[config.mk]
export PLATFORM = sky130hd
export DESIGN_NAME = bounded_set_store
export DESIGN_NICKNAME = d
export VERILOG_FILES = /design/src/rtl/bss_pkg.sv /design/src/rtl/bounded_set_store.sv /design/src/rtl/bss_cell.sv
export VERILOG_INCLUDE_DIRS = /design/src /design/src/rtl
export SDC_FILE = /design/constraint.sdc
export NUM_CORES = 2
export LEC_CHECK = 0
export ABC_AREA = 1
export BUFFER_PORTS_ARGS = -buffer_cell sky130_fd_sc_hd__buf_4
export CAP_MARGIN = 20
export CORE_ASPECT_RATIO = 0.7
export CORE_UTILIZATION = 61
export DETAILED_ROUTE_END_ITERATION = 8
export GPL_TIMING_DRIVEN = 0
export PLACE_DENSITY = 0.77
export SLEW_MARGIN = 20
export SYNTH_ARGS = -nofsm -noshare
export SYNTH_HDL_FRONTEND = slang
export SYNTH_HIERARCHICAL = 1
export SYNTH_SLANG_ARGS = --single-unit
export TNS_END_PERCENT = 50
[constraint.sdc]
create_clock -name clk -period 10.2 [get_ports clk]
set_input_delay 0.51 -clock clk [delete_from_list [all_inputs] [get_ports clk]]
set_output_delay 0.51 -clock clk [all_outputs]
set_load 0.02 [all_outputs]
[src/rtl/bounded_set_store_assert.svh]
// Assertion macros of the bounded set store RTL.
`ifndef BOUNDED_SET_STORE_ASSERT_SVH
`define BOUNDED_SET_STORE_ASSERT_SVH

// Same-cycle implication, checked outside reset.
`define BSS_ASSERT_NOW(label, ante, cons) \
  label: assert property (@(posedge clk) disable iff (rst) (ante) |-> (cons)) \
    else $error("bounded_set_store: same-cycle check failed");

// Next-cycle implication, checked outside reset.
`define BSS_ASSERT_NEXT(label, ante, cons) \
  label: assert property (@(posedge clk) disable iff (rst) (ante) |=> (cons)) \
    else $error("bounded_set_store: next-cycle check failed");

`endif

[src/rtl/bss_pkg.sv]
// Shared constants and types of the bounded set store.
package bss_pkg;

  localparam int DEPTH = 16;
  localparam int IDX_W = $clog2(DEPTH);
  localparam int CNT_W = $clog2(DEPTH + 1);
  localparam int VAL_W = 32;

  localparam logic [1:0] CMD_LOOKUP = 2'd0;
  localparam logic [1:0] CMD_INSERT = 2'd1;
  localparam logic [1:0] CMD_DELETE = 2'd2;

  localparam logic [1:0] ST_OK     = 2'd0;
  localparam logic [1:0] ST_FULL   = 2'd1;
  localparam logic [1:0] ST_ABSENT = 2'd2;

  // Search token handed from cell to cell, one cell per cycle.
  typedef struct packed {
    logic             valid;
    logic [VAL_W-1:0] key;
    logic             hit;
    logic [IDX_W-1:0] pos;
    logic [VAL_W-1:0] last_val;
  } token_t;

  // Broadcast write to the row of cells.
  typedef struct packed {
    logic             en;
    logic [IDX_W-1:0] idx;
    logic [VAL_W-1:0] data;
  } wr_t;

endpackage

[src/rtl/bounded_set_store.sv]
// Top level of the bounded set store: command handshake, cell row and commit.
// Each command runs a search token down a row of sixteen cells, one cell per
// cycle. The outcome is latched in the next cycle and any insert or delete is
// committed in the cycle after that, unless the output register still holds an
// untaken result, which stalls the commit; the result is registered at the
// commit. The next command is taken in the cycle after the commit. This
// holds even while the previous result still waits in the output register.
// The capacity register may be written at any idle time; values above
// sixteen act as sixteen. No clearing pass follows reset.
module bounded_set_store (
  input  logic        clk,
  input  logic        rst,
  input  logic        cfg_wr_en,
  input  logic [4:0]  cfg_wr_data,    // capacity_limit
  input  logic        s_tvalid,
  output logic        s_tready,
  input  logic [39:0] s_tdata,        // command[1:0], value[33:2], zero pad
  output logic        m_tvalid,
  input  logic        m_tready,
  output logic [15:0] m_tdata         // found[0], position[5:1],
                                      // count_after[10:6], status[12:11], zero pad
);

  localparam logic [1:0] S_IDLE   = 2'd0;
  localparam logic [1:0] S_SEARCH = 2'd1;
  localparam logic [1:0] S_COMMIT = 2'd2;

  logic [1:0]                      state;
  logic [1:0]                      state_next;
  logic [4:0]                      cap_limit;
  logic [bss_pkg::CNT_W-1:0]       count;
  logic [bss_pkg::CNT_W-1:0]       count_next;
  logic [bss_pkg::CNT_W-1:0]       cap;
  logic [1:0]                      cmd;
  logic                            hit;
  logic [bss_pkg::IDX_W-1:0]       hit_pos;
  logic [bss_pkg::VAL_W-1:0]       last_val;
  logic [bss_pkg::VAL_W-1:0]       key;
  logic                            s_xfer;
  logic                            commit;
  logic                            do_insert;
  logic                            do_delete;
  logic [1:0]                      status;
  logic [bss_pkg::CNT_W-1:0]       position;
  bss_pkg::token_t                 chain [bss_pkg::DEPTH+1];
  bss_pkg::wr_t                    wr;

  assign s_tready = (state == S_IDLE);
  assign s_xfer   = s_tvalid && s_tready;
  assign commit   = (state == S_COMMIT) && (!m_tvalid || m_tready);

  assign cap = (cap_limit > 5'(bss_pkg::DEPTH)) ? bss_pkg::CNT_W'(bss_pkg::DEPTH) : cap_limit;

  // Launch the token into the first cell on the input transfer.
  always_comb begin
    chain[0]          = '0;
    chain[0].valid    = s_xfer;
    chain[0].key      = s_tdata[33:2];
  end

  for (genvar i = 0; i < bss_pkg::DEPTH; i++) begin : g_cell
    bss_cell u_cell (
      .clk     (clk),
      .rst     (rst),
      .idx     (bss_pkg::IDX_W'(i)),
      .count   (count),
      .tok_in  (chain[i]),
      .wr      (wr),
      .tok_out (chain[i+1])
    );
  end

  assign do_insert = (cmd == bss_pkg::CMD_INSERT) && (count < cap) && !hit;
  assign do_delete = (cmd == bss_pkg::CMD_DELETE) && hit;

  always_comb begin
    wr.en   = commit && (do_insert || do_delete);
    wr.idx  = do_delete ? hit_pos : count[bss_pkg::IDX_W-1:0];
    wr.data = do_delete ? last_val : key;
  end

  always_comb begin
    status = bss_pkg::ST_OK;
    if ((cmd == bss_pkg::CMD_INSERT) && (count >= cap)) begin
      status = bss_pkg::ST_FULL;
    end else if ((cmd == bss_pkg::CMD_DELETE) && !hit) begin
      status = bss_pkg::ST_ABSENT;
    end
  end

  always_comb begin
    count_next = count;
    if (do_insert) begin
      count_next = count + bss_pkg::CNT_W'(1);
    end else if (do_delete) begin
      count_next = count - bss_pkg::CNT_W'(1);
    end
  end

  assign position = hit ? {1'b0, hit_pos} : count;

  always_comb begin
    state_next = state;
    case (state)
      S_IDLE:   if (s_xfer) state_next = S_SEARCH;
      S_SEARCH: if (chain[bss_pkg::DEPTH].valid) state_next = S_COMMIT;
      S_COMMIT: if (commit) state_next = S_IDLE;
      default:  state_next = S_IDLE;
    endcase
  end

  always_ff @(posedge clk) begin
    if (rst) begin
      state     <= S_IDLE;
      count     <= '0;
      cap_limit <= 5'(bss_pkg::DEPTH);
      m_tvalid  <= 1'b0;
    end else begin
      state <= state_next;
      if (cfg_wr_en) begin
        cap_limit <= cfg_wr_data;
      end
      if (commit) begin
        count    <= count_next;
        m_tvalid <= 1'b1;
      end else if (m_tready) begin
        m_tvalid <= 1'b0;
      end
    end
  end

  // Hold the command and the search outcome until commit, and register the result at commit.
  always_ff @(posedge clk) begin
    if (s_xfer) begin
      cmd <= s_tdata[1:0];
      key <= s_tdata[33:2];
    end
    if (chain[bss_pkg::DEPTH].valid) begin
      hit      <= chain[bss_pkg::DEPTH].hit;
      hit_pos  <= chain[bss_pkg::DEPTH].pos;
      last_val <= chain[bss_pkg::DEPTH].last_val;
    end
    if (commit) begin
      m_tdata <= {3'b000, status, count_next, position, hit};
    end
  end

`include "bounded_set_store_assert.svh"

  `BSS_ASSERT_NOW(a_count_bound, 1'b1, count <= bss_pkg::CNT_W'(bss_pkg::DEPTH))
  `BSS_ASSERT_NOW(a_token_in_search, chain[bss_pkg::DEPTH].valid, state == S_SEARCH)
  `BSS_ASSERT_NEXT(a_count_only_on_commit, !commit, $stable(count))
  `BSS_ASSERT_NOW(a_hit_below_count, commit && hit, {1'b0, hit_pos} < count)

endmodule

[src/rtl/bss_cell.sv]
// One storage cell of the set: holds an entry and compares the passing token.
module bss_cell (
  input  logic                      clk,
  input  logic                      rst,
  input  logic [bss_pkg::IDX_W-1:0] idx,
  input  logic [bss_pkg::CNT_W-1:0] count,
  input  bss_pkg::token_t           tok_in,
  input  bss_pkg::wr_t              wr,
  output bss_pkg::token_t           tok_out
);

  logic [bss_pkg::VAL_W-1:0] entry;
  logic                      occupied;
  bss_pkg::token_t           tok_next;

  assign occupied = {1'b0, idx} < count;

  always_comb begin
    tok_next = tok_in;
    if (occupied && !tok_in.hit && (entry == tok_in.key)) begin
      tok_next.hit = 1'b1;
      tok_next.pos = idx;
    end
    // grab the last occupied entry for a later delete
    if (({1'b0, idx} + bss_pkg::CNT_W'(1)) == count) begin
      tok_next.last_val = entry;
    end
  end

  always_ff @(posedge clk) begin
    if (rst) begin
      tok_out.valid <= 1'b0;
    end else begin
      tok_out <= tok_next;
    end
  end

  always_ff @(posedge clk) begin
    if (wr.en && (wr.idx == idx)) begin
      entry <= wr.data;
    end
  end

endmodule

==> results_dict.tcl <==
set metrics [dict create \
    grt_first_pass_wirelength_um 295000 \
    drt_iter0_drc 6651 \
    hpwl_um 145200 \
    routedWlPerCell_um 21.68 \
    grt_max_degree 66 \
    die_area_mm2 0.1240 \
    period_needed_ns 4.914 \
    cts.path.max_buffers 3 \
    setup_viol 0 \
    leakagePower_nw 37.08 \
    rows 107 \
    h-tree-depth 4 \
    final_cell_area_mm2 0.08571 \
    grtUsageTotal_pct 32.75 \
    slew_headroom_pct 19.09 \
    drive_above_1_share_pct 11.90 \
    dp_slack_ns 5.439 \
    start_kind "register" \
    power.density_mw_per_mm2 178.6 \
    vias 51207 \
    port_buffers 58 \
    clk_latency_ns 0.80 \
    drcViolationCount 0 \
    worstPathRequired_ns 10.68 \
    dr.pass1.iters 7 \
    slew_violations 0 \
    cts_tree "done" \
    ir_drop_uv 184.3 \
    synth_area_mm2 0.07478 \
    chipWidth_um 420.5 \
    drt-total-wl_um 201000 \
    hold_viol 0 \
    cts-root-buf "clkbuf_16" \
    start_util_pct 61.51 \
    dieHeight_um 294.9 \
    fillers 8295 \
    status "finished, final reports clean" \
    drt-vias-per-instance 5.523 \
    rsz0062_at_grt "no" \
    cp.arrival_ns 5.40 \
    coreArea_mm2 0.1216 \
    syn_inst 6767 \
    syn2layout_area_growth_pct 14.62 \
    nets 7649 \
    cts_buffers 154 \
    cts.sinks 1697 \
    worstSetupPathType "register to register" \
    gp_congestion 0.9197 \
    hold_path_class "primary input to register" \
    placed_area_mm2 0.08020 \
    avgSynthCellArea_um2 11.05 \
    overflow 0 \
    crit_fanout 26 \
    timing.fmax_mhz 203.5 \
    grt_antenna_before_repair 14 \
    post_cts_resized 0 \
    drtAntennaViolNets 0 \
    finalWorstSetupSlack_ns 5.286 \
    grt_pass1_vias 49142 \
    fin_crit_sh_pct 48.17 \
    post-cts-setup-buffers 0 \
    skew_ns 0.03158 \
    cap_violations 0 \
    worstMarginPinSlew_ns 1.211 \
    hold_buffers 44 \
    endpoint_kind "register" \
    ioPinCount 68 \
    cts.clk_slew.worst_paths_ns 0.06 \
    yosys_warnings 6 \
]
-- worst paths after layout --
path,from,endpoint,slack (ns),cells past startpoint
hold / removal,cfg_wr_en,cap_limit[2],0.04,3
setup reg to reg,count[4],g_cell[6].u_cell/entry[13],5.29,15
hold reg to reg,g_cell[0].u_cell/tok_out[69],g_cell[1].u_cell/tok_out[69],0.40,2
setup / recovery,count[4],g_cell[6].u_cell/entry[13],5.29,15
-- registers in the layout, indices dropped and copies added, names as in the netlist --
register	flops
cap_limit	5
cmd	2
count	5
g_cell.u_cell/entry	512
g_cell.u_cell/tok_out	1088
hit	1
hit_pos	4
key	32
last_val	32
m_tdata	13
m_tvalid	1
state	2
-- cell usage in the layout (no fill, tap or decap), types with 87 or more instances in the layout --
| cell | count |
|---|---|
| xnor2_1 | 148 |
| o21ai_0 | 167 |
| conb_1 | 355 |
| inv_1 | 1034 |
| nand2_1 | 2270 |
| nand3_1 | 277 |
| nor2_1 | 354 |
| buf_2 | 104 |
| ha_1 | 87 |
| edfxtp_1 | 1668 |
| clkbuf_16 | 160 |
| o21ai_2 | 266 |
-- where the power goes --
part	internal [mW]	switching [mW]	leakage (nW)
clock network	3.34	2.58	2.46
logic	0.344	0.779	18.5
registers	8.07	0.196	16.1
-- metrics by stage --
stage	setup TNS, ns	hold WS, ns	power (mW)	instances	utilization (%)
final	0	0.04190	15.31	9272	70.51
after global routing	0	0.05031	15.69	9271	70.51
after CTS	0	0.002796	15.28	9268	70.50
after detailed placement	0	0.3944	9.462	8947	65.98
after global placement	-1681.00	0.3881	9.387	8813	64.64
after floorplan	0	0.3883	8.943	7120	-
-- layout make-up --
| class | count | area, um2 | share of cell area [%] |
|---|---|---|---|
| clock buffers | 189 | 4133 | 4.822 |
| clock inverters | 88 | 918.4 | 1.071 |
| diodes | 4 | 10.01 | 0.01168 |
| inverters | 1052 | 3986 | 4.651 |
| repair buffers | 236 | 2278 | 2.658 |
| well taps | 1635 | 2046 | 2.387 |
| plain buffers | 110 | 1039 | 1.212 |
| flip-flops and latches | 1697 | 50680 | 59.13 |
| multi-input cells | 4261 | 20620 | 24.06 |
-- layer usage --
| metal | vias to the layer above | part of all wire (%) | track usage, % | routed length (um) |
|---|---|---|---|---|
| li1 | 23356 | - | - | - |
| met3 | 446 | 13 | 9.501 | 26740 |
| met4 | 8 | 3.1 | 10.58 | 6154 |
| met1 | 24622 | 39 | 45.39 | 77740 |
| met2 | 2775 | 45 | 50.08 | 90110 |
| met5 | - | 0.12 | 1.079 | 233 |
-- critical path, stage by stage, from the launching register on --
cell	delay, ns
dfxtp_2	0.84
ha_1	0.38
nand2_1	0.09
inv_1	0.05
a21oi_2	0.33
nand3_2	0.22
a21oi_2	0.43
buf_6	0.26
nand3_1	0.11
a2111oi_2	0.51
buf_2	0.33
buf_2	0.22
buf_2	0.20
buf_2	0.21
buf_2	0.19
buf_2	0.18
(Power assumes the default switching activity.)
